**src/hw/rtl/jesc_pkg.sv**
```systemverilog
// ----------------------------------------------------------------------------
// jesc_pkg
// Shared widths, register indexes, reset values and types of the Julia-set
// escape-time pixel engine.
// ----------------------------------------------------------------------------
package jesc_pkg;

   // field widths
   localparam int VALUE_W     = 32;
   localparam int STEP_W      = 31;
   localparam int SCALES_W    = 12;
   localparam int SCALE_W     = 4;
   localparam int COORD_W     = 10;
   localparam int COUNT_W     = 9;
   localparam int LEVEL_W     = 12;
   localparam int PROD_W      = 64;
   localparam int CSR_INDEX_W = 3;
   localparam int CSR_DATA_W  = 32;

   // parameter defaults
   localparam int DEF_MAX_ITERATIONS = 255;
   localparam int DEF_FRAC_BITS      = 26;
   localparam int DEF_COORD_BITS     = 10;

   // register reset values
   localparam logic signed [VALUE_W-1:0] RST_REAL_ORIGIN  = 32'shF8CCCCCD;
   localparam logic signed [VALUE_W-1:0] RST_IMAG_ORIGIN  = 32'shF8CCCCCD;
   localparam logic        [STEP_W-1:0]  RST_REAL_STEP    = 31'd314572;
   localparam logic        [STEP_W-1:0]  RST_IMAG_STEP    = 31'd314572;
   localparam logic signed [VALUE_W-1:0] RST_SEED_REAL    = 32'sd0;
   localparam logic signed [VALUE_W-1:0] RST_SEED_IMAG    = 32'sd0;
   localparam logic        [SCALES_W-1:0] RST_COLOR_SCALES = 12'hF59;

   // saturation bounds of the signed 32-bit range, held at product width
   localparam logic signed [PROD_W-1:0] SAT_HI = 64'sh000000007FFFFFFF;
   localparam logic signed [PROD_W-1:0] SAT_LO = 64'shFFFFFFFF80000000;

   // register indexes
   typedef enum logic [CSR_INDEX_W-1:0] {
      CSR_REAL_ORIGIN  = 3'd0,
      CSR_IMAG_ORIGIN  = 3'd1,
      CSR_REAL_STEP    = 3'd2,
      CSR_IMAG_STEP    = 3'd3,
      CSR_SEED_REAL    = 3'd4,
      CSR_SEED_IMAG    = 3'd5,
      CSR_COLOR_SCALES = 3'd6
   } csr_index_type;

   // configuration seen by the datapath
   typedef struct packed {
      logic signed [VALUE_W-1:0]  real_origin;
      logic signed [VALUE_W-1:0]  imag_origin;
      logic        [STEP_W-1:0]   real_step;
      logic        [STEP_W-1:0]   imag_step;
      logic signed [VALUE_W-1:0]  seed_real;
      logic signed [VALUE_W-1:0]  seed_imag;
      logic        [SCALES_W-1:0] color_scales;
   } cfg_type;

   // controller to datapath commands
   typedef struct packed {
      logic accept;
      logic map_add;
      logic iter_mul;
      logic iter_upd;
      logic out_load;
   } dp_cmd_type;

   // datapath to controller status
   typedef struct packed {
      logic finished;
   } dp_status_type;

   // clamp a wide signed value into the signed 32-bit range
   function automatic logic signed [VALUE_W-1:0] sat32(input logic signed [PROD_W-1:0] v);
      logic signed [VALUE_W-1:0] r;
      if (v > SAT_HI) begin
         r = 32'sh7FFFFFFF;
      end else if (v < SAT_LO) begin
         r = 32'sh80000000;
      end else begin
         r = $signed(v[VALUE_W-1:0]);
      end
      return r;
   endfunction

endpackage

```
**src/hw/rtl/jesc_ctrl.sv**
```systemverilog
// ----------------------------------------------------------------------------
// jesc_ctrl
// Sequencer: accepts a pixel, steps the datapath through mapping and the
// multiply/update phases of each iteration, and owns the result valid.
// ----------------------------------------------------------------------------
module jesc_ctrl (
   input  logic                     clock,
   input  logic                     reset,
   input  logic                     req_valid,
   output logic                     req_ready,
   output logic                     rsp_valid,
   input  logic                     rsp_ready,
   input  jesc_pkg::dp_status_type  status,
   output jesc_pkg::dp_cmd_type     cmd
);
   import jesc_pkg::*;

   typedef enum logic [2:0] {
      ST_IDLE,
      ST_MAP,
      ST_MUL,
      ST_UPD,
      ST_FINISH
   } state_type;

   state_type state_ff;
   logic      rsp_valid_ff;
   logic      out_free;

   // handshake and command decode
   assign req_ready    = (state_ff == ST_IDLE) && !reset;
   assign rsp_valid    = rsp_valid_ff;
   assign out_free     = !rsp_valid_ff || rsp_ready;
   assign cmd.accept   = req_valid && req_ready;
   assign cmd.map_add  = (state_ff == ST_MAP);
   assign cmd.iter_mul = (state_ff == ST_MUL);
   assign cmd.iter_upd = (state_ff == ST_UPD);
   assign cmd.out_load = (state_ff == ST_FINISH) && out_free;

   // state and result valid
   always_ff @(posedge clock) begin
      if (reset) begin
         state_ff     <= ST_IDLE;
         rsp_valid_ff <= 1'b0;
      end else begin
         if (cmd.out_load) begin
            rsp_valid_ff <= 1'b1;
         end else if (rsp_ready) begin
            rsp_valid_ff <= 1'b0;
         end
         unique case (state_ff)
            ST_IDLE: begin
               if (cmd.accept) begin
                  state_ff <= ST_MAP;
               end
            end
            ST_MAP: begin
               state_ff <= ST_MUL;
            end
            ST_MUL: begin
               state_ff <= ST_UPD;
            end
            ST_UPD: begin
               state_ff <= status.finished ? ST_FINISH : ST_MUL;
            end
            ST_FINISH: begin
               if (out_free) begin
                  state_ff <= ST_IDLE;
               end
            end
            default: begin
               state_ff <= ST_IDLE;
            end
         endcase
      end
   end

endmodule

```
**config.mk**
```make
export PLATFORM = sky130hd
export DESIGN_NAME = jesc_ctrl
export DESIGN_NICKNAME = d
export VERILOG_FILES = /design/src/hw/rtl/jesc_pkg.sv /design/src/hw/rtl/jesc_ctrl.sv
export SDC_FILE = /design/constraint.sdc
export NUM_CORES = 1
export LEC_CHECK = 0
export BUFFER_PORTS_ARGS = -buffer_cell sky130_fd_sc_hd__buf_2
export CORE_AREA = 2 2 39 41
export DETAILED_ROUTE_END_ITERATION = 12
export DIE_AREA = 0 0 41 43
export HOLD_SLACK_MARGIN = 0.1
export PLACE_DENSITY = 0.32
export SETUP_SLACK_MARGIN = 0.1
export SLEW_MARGIN = 25
export SYNTH_ARGS = -nofsm -noshare
export SYNTH_HDL_FRONTEND = slang
export SYNTH_SLANG_ARGS = --single-unit
```
**constraint.sdc**
```tcl
create_clock -name clock -period 2.1 [get_ports clock]
set_input_delay 0 -clock clock [delete_from_list [all_inputs] [get_ports clock]]
set_output_delay 0 -clock clock [all_outputs]
set_load 0.02 [all_outputs]
```
==> reports/summary.txt <==
Final-report hold violation count - 0
Yosys top cell area share - 37.6%
Row Count - 14
Final min period - 1.60 ns
Num CTS Buffers - 3
Post-DP Area - 277 µm²
Overall Power - 0.223 mW
Vias in the first global route - 190
GP Congestion - 0.586
CP arrival - 1.77 ns
Synth area leaders - dfxtp_1, nor4_1, nor3b_1, buf_6, or3b_4
Post-DP HPWL - 362 µm
Yosys cell types - 15
Number of hold buffers added after CTS - 5
Initial Utilization - 15.4%
Period utilization - 76.2%
Die height - 43 µm
Syn_nets - 27
Sw Ratio - 26.6%
H-Tree Depth - 1
GRT overflow - 0
Rel. slew slack - 81.1%
Area grow syn2layout - 64.1%
DRT Pass-1 Iters - 2
Vias - 219
TritonCTS clock tree - yes
Total negative setup slack - 0 ns
Pwr Density - 639 nW/µm²
Drt total wl - 485 µm
CP required - 2.27 ns
Post-CTS setup repair buffer count - 0
Yosys warning total - 0
Commonest cells after routing, fill and taps aside - buf_2, dlygate4sd3_1, dfxtp_1
Antenna Violating Nets Remaining - 0
Ordered cell list for the critical path - or3b_4 > a21oi_2 > dlygate4sd3_1
Post-Syn Area - 213 µm²
PostCTS Resize Cnt - 0
Final Setup Violations - 0
DRC Markers - 0
Crit Path Category - register to register
CP Max Fanout - 8
Critical path's slowest cell - dlygate4sd3_1
Hold Path Class - register to register
Dpl ws - 0.969 ns
Comb pwr share - 17.7%
Most common cell after layout, fill and taps aside - buf_2
Clock Skew - 0.00123 ns
Clock power frac - 43.0%
Layout net count - 47
Clock-pin transition on the worst setup and hold timing paths - 0.04 ns
Mapped Cells - 22
Maximum number of pins on one net before global-route repair - 10
CP max stage delay - 0.55 ns
Vias per cell - 3.91
IO Pins - 12
Die Area - 1760 µm²
Buffers on Ports - 11
CTS Root Buffer Type - clkbuf_4
Share of cells above drive strength 1 - 45.0%
Post-route setup slack - 0.500 ns
Sequential Power Share - 39.3%
All-Layer GR Usage - 7.24%
Worst setup EP type - register
Post-synthesis sequential element count - 4
Core box area - 1380 µm²
Synthesized area per cell - 9.67 µm²
Top cell type by total area after synthesis - dfxtp_1
Drt first-iter violations - 4
Max VDD drop - 0.213 mV
Unrepaired setup endpoints after global routing - false
NetSw - 0.0594 mW
Max Root-Sink Buffers - 2
Sequential fraction of the synthesis area - 37.6%
Fin area - 349 µm²
Clock Latency Late Sink - 0.23 ns
Fin util - 25.2%
Worst Setup Start Kind - register
Pint - 0.164 mW
Slew Viols, Final - 0
# clock sinks - 4
Fmax - 625 MHz
Ant. Diodes - 0
Status - completed
Global-route wire length before repair - 834 µm
WL per Instance - 8.66 µm
Die width - 41 µm
Lkg Pwr - 0.160 nW
Max-capacitance violation count - 0
Initial antenna violation count - 0
Slew @ Worst Pin - 0.281 ns
## through the flow
stage                     cells  hold slack [ns]
after floorplan              22           0.0624
after global placement       48            0.242
after detailed placement     48            0.247
after CTS                    56            0.562
after global routing         56            0.606
final                        56            0.564
## metal layers
layer	GRT usage, %	vias up	share of wire, %
li1	-	120	-
met1	10.3	93	51
met5	0	-	0
met3	4.71	0	6.6
met2	8.75	6	43
met4	2.00	0	0
## power groups by stage
| stage | registers, mW | logic (mW) | clock network (mW) |
|---|---|---|---|
| finish | 0.0877 | 0.0395 | 0.0958 |
| global route | 0.0897 | 0.0441 | 0.102 |
| CTS | 0.0873 | 0.0400 | 0.100 |
| detailed placement | 0.0885 | 0.0340 | 0 |
| global placement | 0.0884 | 0.0335 | 0 |
| floorplan | 0.0851 | 0.0259 | 0 |
## Yosys cell counts
master,number
nor3b_1,2
buf_6,1
nor2b_1,1
a21oi_2,1
and3_1,1
nor2_1,2
or3b_2,1
or3b_4,1
and2_1,1
nor4_1,3
or2b_1,1
dfxtp_1,4
and3b_2,1
o22ai_1,1
nand4b_1,1
## kinds of logic after synthesis
group,share of synthesized area [%]
compound gates,7.06
buf+inv,5.29
flops,37.6
simple gates,50.0
## area by class of cell
class,count,area (µm²)
multi-input combinational,17,121
sequential,4,80.1
tap,16,20.0
fill,156,1030
clock buffer,3,22.5
timing repair buffer,16,105
## flip-flops by register name (all words and copies together), names as in the netlist
name / cells
rsp_valid: 1
state_ff: 3
## final timing paths
check | cells after the start | to | slack, ns | start
max | 3 | rsp_valid | 0.50 | state_ff[2]
min | 1 | state_ff[0] | 0.56 | state_ff[2]
max reg2reg | 3 | rsp_valid | 0.50 | state_ff[2]
min reg2reg | 1 | state_ff[0] | 0.56 | state_ff[2]
## critical path, delay by kind of cell (launching register included)
kind                   cells  cell delay [ns]
AOI/OAI and AO/OA          1             0.13
buffers and inverters      1             0.55
DFF                        1             0.43
and+or+nand+nor            1             0.43
Note: power is estimated with default switching activity, not from simulation.
