--- config.mk ---
export PLATFORM = sky130hd
export DESIGN_NAME = jesc_csr
export DESIGN_NICKNAME = d
export VERILOG_FILES = /design/src/hw/rtl/jesc_pkg.sv /design/src/hw/rtl/jesc_csr.sv
export SDC_FILE = /design/constraint.sdc
export NUM_CORES = 1
export LEC_CHECK = 0
export ABC_AREA = 1
export BUFFER_PORTS_ARGS = -buffer_cell sky130_fd_sc_hd__buf_4
export CORE_MARGIN = 3
export CORE_UTILIZATION = 50
export DETAILED_ROUTE_END_ITERATION = 8
export PLACE_DENSITY = 0.76
export SETUP_SLACK_MARGIN = 0.15
export SLEW_MARGIN = 20
export SYNTH_ARGS = -nofsm -noshare
export SYNTH_HDL_FRONTEND = slang
export SYNTH_SLANG_ARGS = --single-unit
--- constraint.sdc ---
create_clock -name clock -period 2.7 [get_ports clock]
set_clock_uncertainty 0.05 [all_clocks]
set_input_delay 0.54 -clock clock [delete_from_list [all_inputs] [get_ports clock]]
set_output_delay 0.54 -clock clock [all_outputs]
set_load 0.01 [all_outputs]
--- src/hw/rtl/jesc_pkg.sv ---
// ----------------------------------------------------------------------------
// jesc_pkg
// Shared widths, register indexes, reset values and types of the Julia-set
// escape-time pixel engine.
// ----------------------------------------------------------------------------
package jesc_pkg;

   // field widths
   localparam int VALUE_W     = 32;
   localparam int STEP_W      = 31;
   localparam int SCALES_W    = 12;
   localparam int SCALE_W     = 4;
   localparam int COORD_W     = 10;
   localparam int COUNT_W     = 9;
   localparam int LEVEL_W     = 12;
   localparam int PROD_W      = 64;
   localparam int CSR_INDEX_W = 3;
   localparam int CSR_DATA_W  = 32;

   // parameter defaults
   localparam int DEF_MAX_ITERATIONS = 255;
   localparam int DEF_FRAC_BITS      = 26;
   localparam int DEF_COORD_BITS     = 10;

   // register reset values
   localparam logic signed [VALUE_W-1:0] RST_REAL_ORIGIN  = 32'shF8CCCCCD;
   localparam logic signed [VALUE_W-1:0] RST_IMAG_ORIGIN  = 32'shF8CCCCCD;
   localparam logic        [STEP_W-1:0]  RST_REAL_STEP    = 31'd314572;
   localparam logic        [STEP_W-1:0]  RST_IMAG_STEP    = 31'd314572;
   localparam logic signed [VALUE_W-1:0] RST_SEED_REAL    = 32'sd0;
   localparam logic signed [VALUE_W-1:0] RST_SEED_IMAG    = 32'sd0;
   localparam logic        [SCALES_W-1:0] RST_COLOR_SCALES = 12'hF59;

   // saturation bounds of the signed 32-bit range, held at product width
   localparam logic signed [PROD_W-1:0] SAT_HI = 64'sh000000007FFFFFFF;
   localparam logic signed [PROD_W-1:0] SAT_LO = 64'shFFFFFFFF80000000;

   // register indexes
   typedef enum logic [CSR_INDEX_W-1:0] {
      CSR_REAL_ORIGIN  = 3'd0,
      CSR_IMAG_ORIGIN  = 3'd1,
      CSR_REAL_STEP    = 3'd2,
      CSR_IMAG_STEP    = 3'd3,
      CSR_SEED_REAL    = 3'd4,
      CSR_SEED_IMAG    = 3'd5,
      CSR_COLOR_SCALES = 3'd6
   } csr_index_type;

   // configuration seen by the datapath
   typedef struct packed {
      logic signed [VALUE_W-1:0]  real_origin;
      logic signed [VALUE_W-1:0]  imag_origin;
      logic        [STEP_W-1:0]   real_step;
      logic        [STEP_W-1:0]   imag_step;
      logic signed [VALUE_W-1:0]  seed_real;
      logic signed [VALUE_W-1:0]  seed_imag;
      logic        [SCALES_W-1:0] color_scales;
   } cfg_type;

   // controller to datapath commands
   typedef struct packed {
      logic accept;
      logic map_add;
      logic iter_mul;
      logic iter_upd;
      logic out_load;
   } dp_cmd_type;

   // datapath to controller status
   typedef struct packed {
      logic finished;
   } dp_status_type;

   // clamp a wide signed value into the signed 32-bit range
   function automatic logic signed [VALUE_W-1:0] sat32(input logic signed [PROD_W-1:0] v);
      logic signed [VALUE_W-1:0] r;
      if (v > SAT_HI) begin
         r = 32'sh7FFFFFFF;
      end else if (v < SAT_LO) begin
         r = 32'sh80000000;
      end else begin
         r = $signed(v[VALUE_W-1:0]);
      end
      return r;
   endfunction

endpackage

--- src/hw/rtl/jesc_csr.sv ---
// ----------------------------------------------------------------------------
// jesc_csr
// Configuration register file: write-only, one register per index 0 to 6.
// ----------------------------------------------------------------------------
module jesc_csr (
   input  logic                              clock,
   input  logic                              reset,
   input  logic                              csr_we,
   input  logic [jesc_pkg::CSR_INDEX_W-1:0]  csr_index,
   input  logic [jesc_pkg::CSR_DATA_W-1:0]   csr_wdata,
   output jesc_pkg::cfg_type                 cfg
);
   import jesc_pkg::*;

   cfg_type cfg_ff;

   // register writes, unknown indexes ignored
   always_ff @(posedge clock) begin
      if (reset) begin
         cfg_ff.real_origin  <= RST_REAL_ORIGIN;
         cfg_ff.imag_origin  <= RST_IMAG_ORIGIN;
         cfg_ff.real_step    <= RST_REAL_STEP;
         cfg_ff.imag_step    <= RST_IMAG_STEP;
         cfg_ff.seed_real    <= RST_SEED_REAL;
         cfg_ff.seed_imag    <= RST_SEED_IMAG;
         cfg_ff.color_scales <= RST_COLOR_SCALES;
      end else if (csr_we) begin
         unique case (csr_index)
            CSR_REAL_ORIGIN:  cfg_ff.real_origin  <= $signed(csr_wdata[VALUE_W-1:0]);
            CSR_IMAG_ORIGIN:  cfg_ff.imag_origin  <= $signed(csr_wdata[VALUE_W-1:0]);
            CSR_REAL_STEP:    cfg_ff.real_step    <= csr_wdata[STEP_W-1:0];
            CSR_IMAG_STEP:    cfg_ff.imag_step    <= csr_wdata[STEP_W-1:0];
            CSR_SEED_REAL:    cfg_ff.seed_real    <= $signed(csr_wdata[VALUE_W-1:0]);
            CSR_SEED_IMAG:    cfg_ff.seed_imag    <= $signed(csr_wdata[VALUE_W-1:0]);
            CSR_COLOR_SCALES: cfg_ff.color_scales <= csr_wdata[SCALES_W-1:0];
            default: begin
            end
         endcase
      end
   end

   assign cfg = cfg_ff;

endmodule

==> impl_metrics.env, run 1 <==
export IMPL_period_share_pct=60.0
export IMPL_p_total_mw=6.81
export IMPL_fillers=1286
export IMPL_htree_levels=1
export IMPL_synth_xor_area_share_pct=0
export IMPL_yosys_top_cells_count="nor2_1, nand2_1, dfxtp_1, nand3_1"
export IMPL_synthMuxAreaShare_pct=0
export IMPL_syn_cell_area_sq_mm=0.00767
export IMPL_synthFlopType="dfxtp_1"
export IMPL_post_cts_buffers=0
export IMPL_powerDensity_mw_per_mm2=663
export IMPL_min_period_ns=1.62
export IMPL_nets=1329
export IMPL_drt_iter0_markers=767
export IMPL_synth_seq_area_share_pct=52.7
export IMPL_insertedDiodeCount=0
export IMPL_cp_required_ns=2.11
export IMPL_cts_tree="yes"
export IMPL_place_congestion=0.819
export IMPL_tightest_slew_ns=0.702
export IMPL_drv_cap=0
export IMPL_fmax_mhz=618
export IMPL_die_area_sq_mm=0.0169
export IMPL_p_clk_share_pct=42.9
export IMPL_cp_top_family="flip-flops"
export IMPL_postRouteAntennaNets=0
export IMPL_cp_end_kind="primary output"
export IMPL_pwr_share_comb_pct=10.8
export IMPL_worstHoldPathType="in -> reg"
export IMPL_hold_buffers=0
export IMPL_clock_sinks=202
export IMPL_drive_gt1_share_pct=23.4
export IMPL_hold_violations=0
export IMPL_crit_slowest_cell="dfxtp_1"
export IMPL_drt_total_wl_um=25100
export IMPL_p_sw_mw=1.69
export IMPL_largest_register_ffs=202
export IMPL_cp_slowest_stage_delay_ns=0.39
export IMPL_clkLatencyLatePin_ns=0.48
export IMPL_yosys_area_top_type="dfxtp_1"
export IMPL_syn_num_nets=1119
export IMPL_grt_pass1_wl_um=37700
export IMPL_synth_compound_area_share_pct=0
export IMPL_drc=0
export IMPL_irDropWorstVdd_v=0.000582
export IMPL_antenna_found_initial=0
export IMPL_dp_hpwl_um=16600
export IMPL_pin_count=240
export IMPL_vias=7806
export IMPL_fp_dieH_um=130
export IMPL_synth_top_family_by_area="simple AND/OR/NAND/NOR gates"
export IMPL_firstDrtPassIters=5
export IMPL_crit_buf_inv=1
export IMPL_rsz0062_at_grt="false"
export IMPL_crit_type="reg -> out"
export IMPL_status="complete, no violations"
export IMPL_fp_dieW_um=130
export IMPL_drv_slew=0
export IMPL_swShare_pct=24.8
export IMPL_io_buffers=239
export IMPL_arrival_ns=1.03
export IMPL_grt_pass1_vias=6768
export IMPL_synth_adder_area_share_pct=0
export IMPL_synth_simple_area_share_pct=40.9
export IMPL_ys_warn_count=0
export IMPL_tns_ns=0
export IMPL_core_area_sq_mm=0.0148
export IMPL_grt_overflow_total=0
export IMPL_clkSlewWorstSetupHoldPaths_ns=0.06
export IMPL_setup_worst_path_start_class="flip-flop"
export IMPL_cts_inserted_buffers=21
export IMPL_power_internal_mw=5.12
export IMPL_grt_start_max_net_pins=73
export IMPL_p_leak_nw=4.98
export IMPL_ys_ff_latch=202
export IMPL_yosysMostFrequentCell="nor2_1"
export IMPL_cts_resized=0
export IMPL_yosys_area_top_type_share_pct=52.7
export IMPL_cts_root_buf="clkbuf_16"
export IMPL_slew_headroom_pct=53.1
export IMPL_yosys_top_cells_area="dfxtp_1, nor2_1, nand2_1"
export IMPL_synth_cells=1081
export IMPL_cp_cell_sequence="buf_4"
export IMPL_clockBufferDepth=3
export IMPL_finalSetupViolCount=0
export IMPL_synth_edff_count=0
export IMPL_grtUsageTotal_pct=28.4
export IMPL_synth_distinct_cells=12
export IMPL_p_seq_share_pct=46.3
export IMPL_std_cell_rows=44
export IMPL_synthArstFlopShare_pct=0
export IMPL_syn_avg_cell_area_sq_um=7.10
export IMPL_wl_per_cell_um=16.9
export IMPL_start_util_pct=52.0
export IMPL_syn_to_final_growth_pct=33.8
export IMPL_critPathMaxFanout=2
export IMPL_viasPerCell=5.25
## power by group through the flow
stage          clock network [mW]  logic [mW]  registers, mW
2_1_floorplan                   0       0.338           3.25
3_3_place_gp                    0       0.723           3.21
3_5_place_dp                    0       0.732           3.21
4_1_cts                      2.95       0.736           3.15
5_1_grt                      3.08       0.806           3.16
6_report                     2.92       0.738           3.15
## worst min-delay path, cell delays in order
cell,delay [ns]
buf_4,0.09
nand2_1,0.05
nand3_1,0.05
## final timing paths
kind	slack (ns)	endpoint	cells after the start	from
setup / recovery	1.08	cfg[0]	1	cfg[0]
hold reg to reg	0.42	cfg[79]	2	cfg[79]
hold / removal	0.22	cfg[197]	3	csr_wdata[27]
setup reg to reg	2.02	cfg[191]	2	cfg[191]
## through the flow
stage / std cells / cell area (sq um) / hold slack [ns] / util [%] / setup WS, ns
after floorplan: 1081 / 7670 / 0.441 / - / 1.26
after global placement: 1452 / 9570 / 0.390 / 64.9 / 0.782
after detailed placement: 1452 / 9570 / 0.395 / 64.9 / 0.781
after CTS: 1487 / 10300 / 0.209 / 69.6 / 1.06
after global routing: 1487 / 10300 / 0.211 / 69.6 / 1.04
final: 1487 / 10300 / 0.222 / 69.6 / 1.08
## placed cells by master, fill, tap and decap left out, drive strengths merged
cell / synthesis / final
nand2: 275 / 275
clkinvlp: 0 / 1
nor2: 291 / 291
dfxtp: 202 / 202
clkinv: 0 / 3
bufinv: 0 / 2
inv: 39 / 40
nand3: 202 / 202
clkbuf: 14 / 28
buf: 58 / 259
## cells by family (layout without fill, tap and decap cells)
kind of cell | Yosys count | after routing
buf+inv | 111 | 333
flops | 202 | 202
simple gates | 768 | 768
## cell type report
type	instances	area, sq um	share of cell area [%]
flip-flops and latches	202	4040	39.4
multi-input cells	768	3180	31.0
repair buffers	259	1970	19.2
clock buffers	28	602	5.86
well taps	184	230	2.24
inverters	39	151	1.47
clock inverters	7	91.3	0.890
## per-layer routing
metal	GRT usage, %	vias to the layer above	part of all wire (%)
met1	38.0	3596	41
met5	0	-	0
met2	45.6	381	46
li1	-	3785	-
met4	9.78	0	3.0
met3	6.47	44	9.8
No activity file was read; power rests on OpenSTA's default activity.
==> run 2, diff against run 1 <==
==> constraint.sdc (replaced) <==
create_clock -name clock -period 1.6 [get_ports clock]
set_clock_uncertainty 0.05 [all_clocks]
set_input_delay 0.32 -clock clock [delete_from_list [all_inputs] [get_ports clock]]
set_output_delay 0.32 -clock clock [all_outputs]
set_load 0.01 [all_outputs]
==> run 2 against run 1 <==
  * Cell area is 2.3% higher
  * Via count is 0.24% higher
  * Power is 67% higher
  * Sequential share of layout area is 0.88 points lower
  * Count of clock-buffer cells in the layout is 3 higher
  * Register-to-register slack worse by 1.1 ns
  * Global-route usage is 0.29 points higher
  * Critical endpoint unchanged
  * Core utilization is 1.6 points higher
  * Flip-flop and latch count stayed put
  * Critical path type unchanged
==> impl_metrics.env, run 2 (same netlist as run 1, synthesis figures left out) <==
export IMPL_worstHoldPathType="in -> reg"
export IMPL_grt_start_max_net_pins=63
export IMPL_postRouteAntennaNets=0
export IMPL_firstDrtPassIters=5
export IMPL_finalSetupViolCount=0
export IMPL_htree_levels=1
export IMPL_wl_per_cell_um=16.6
export IMPL_cp_required_ns=1.23
export IMPL_vias=7825
export IMPL_io_buffers=239
export IMPL_critPathMaxFanout=2
export IMPL_final_core_util_pct=71.2
export IMPL_viasPerCell=5.21
export IMPL_hold_violations=0
export IMPL_clock_sinks=202
export IMPL_core_area_sq_mm=0.0148
export IMPL_clockBufferDepth=3
export IMPL_fp_dieW_um=130
export IMPL_worstReg2RegStart="cfg[0]"
export IMPL_grt_overflow_total=0
export IMPL_slew_headroom_pct=70.3
export IMPL_cts_resized=0
export IMPL_dp_hpwl_um=17200
export IMPL_grtUsageTotal_pct=28.7
export IMPL_fp_dieH_um=130
export IMPL_pin_count=240
export IMPL_p_leak_nw=5.08
export IMPL_fmax_mhz=710
export IMPL_cts_tree="yes"
export IMPL_stdcell_area_sq_mm=0.0105
export IMPL_final_common_cell="nor2_1"
export IMPL_status="complete, no violations"
export IMPL_cp_slowest_stage_delay_ns=0.40
export IMPL_tightest_slew_ns=0.446
export IMPL_syn_to_final_growth_pct=36.9
export IMPL_antenna_found_initial=0
export IMPL_cts_root_buf="clkbuf_16"
export IMPL_drv_slew=0
export IMPL_post_cts_buffers=0
export IMPL_insertedDiodeCount=0
export IMPL_start_util_pct=52.0
export IMPL_post_dp_cell_area_sq_mm=0.00980
export IMPL_grt_pass1_wl_um=38400
export IMPL_hold_start="csr_wdata[27]"
export IMPL_grt_pass1_vias=7071
export IMPL_std_cell_rows=44
export IMPL_final_cell_mix="nor2_1, nand2_1, buf_4"
export IMPL_setup_worst_path_start="cfg[0]"
export IMPL_clkLatencyLatePin_ns=0.49
export IMPL_drt_iter0_markers=720
export IMPL_drc=0
export IMPL_arrival_ns=1.04
export IMPL_die_area_sq_mm=0.0169
export IMPL_cp_end_kind="primary output"
export IMPL_crit_type="reg -> out"
export IMPL_tns_ns=0
export IMPL_cts_inserted_buffers=21
export IMPL_place_congestion=0.821
export IMPL_largest_register_ffs=202
export IMPL_crit_slowest_cell="dfxtp_1"
export IMPL_min_period_ns=1.41
export IMPL_nets=1342
export IMPL_period_share_pct=88.0
export IMPL_rsz0062_at_grt="false"
export IMPL_setup_worst_path_start_class="flip-flop"
export IMPL_drive_gt1_share_pct=23.8
export IMPL_cp_top_family="flip-flops"
export IMPL_clkSlewWorstSetupHoldPaths_ns=0.06
export IMPL_drv_cap=0
export IMPL_irDropWorstVdd_v=0.000776
export IMPL_cp_cell_sequence="buf_4"
export IMPL_drt_total_wl_um=24900
export IMPL_crit_buf_inv=1
export IMPL_powerDensity_mw_per_mm2=1080
[run 2: layer usage]
| layer | GRT usage [%] | up-vias | wire length, um |
|---|---|---|---|
| li1 | - | 3810 | - |
| met1 | 38.4 | 3583 | 10200 |
| met2 | 45.2 | 372 | 11300 |
| met3 | 6.79 | 60 | 2470 |
| met4 | 11.2 | 0 | 905 |
| met5 | 0 | - | 0 |
[run 2: where the power goes]
part	internal (mW)	switching, mW	total [mW]
clock network	2.84	1.93	4.77
logic	0.529	0.770	1.30
registers	5.21	0.107	5.32
[run 2: through the flow]
stage / power, mW / setup slack [ns] / hold slack, ns / std cells
floorplan: 6.06 / 0.385 / 0.383 / 1081
global placement: 6.69 / 0.257 / 0.389 / 1462
detailed placement: 6.71 / 0.203 / 0.399 / 1462
CTS: 11.4 / 0.182 / 0.00124 / 1501
global route: 11.8 / 0.167 / 0.0124 / 1501
finish: 11.4 / 0.192 / 0.00999 / 1501
[run 2: final timing paths]
check | endpoint | cells past startpoint | slack, ns
max | cfg[0] | 1 | 0.19
min reg2reg | cfg[198] | 2 | 0.42
min | cfg[197] | 3 | 0.01
max reg2reg | cfg[0] | 2 | 0.94
[run 2: cell type report]
type | count | area (sq um)
multi-input cells | 768 | 3180
clock buffers | 31 | 623
clock inverters | 5 | 50.0
fillers | 1252 | 4250
repair buffers | 272 | 2220
inverters | 39 | 151
flip-flops and latches | 202 | 4040
well taps | 184 | 230
[run 2: what timing repair did]
action	CTS	global route
endpoints found under the setup margin	0	0
hold buffers	3	0
hold endpoints to repair	3	0
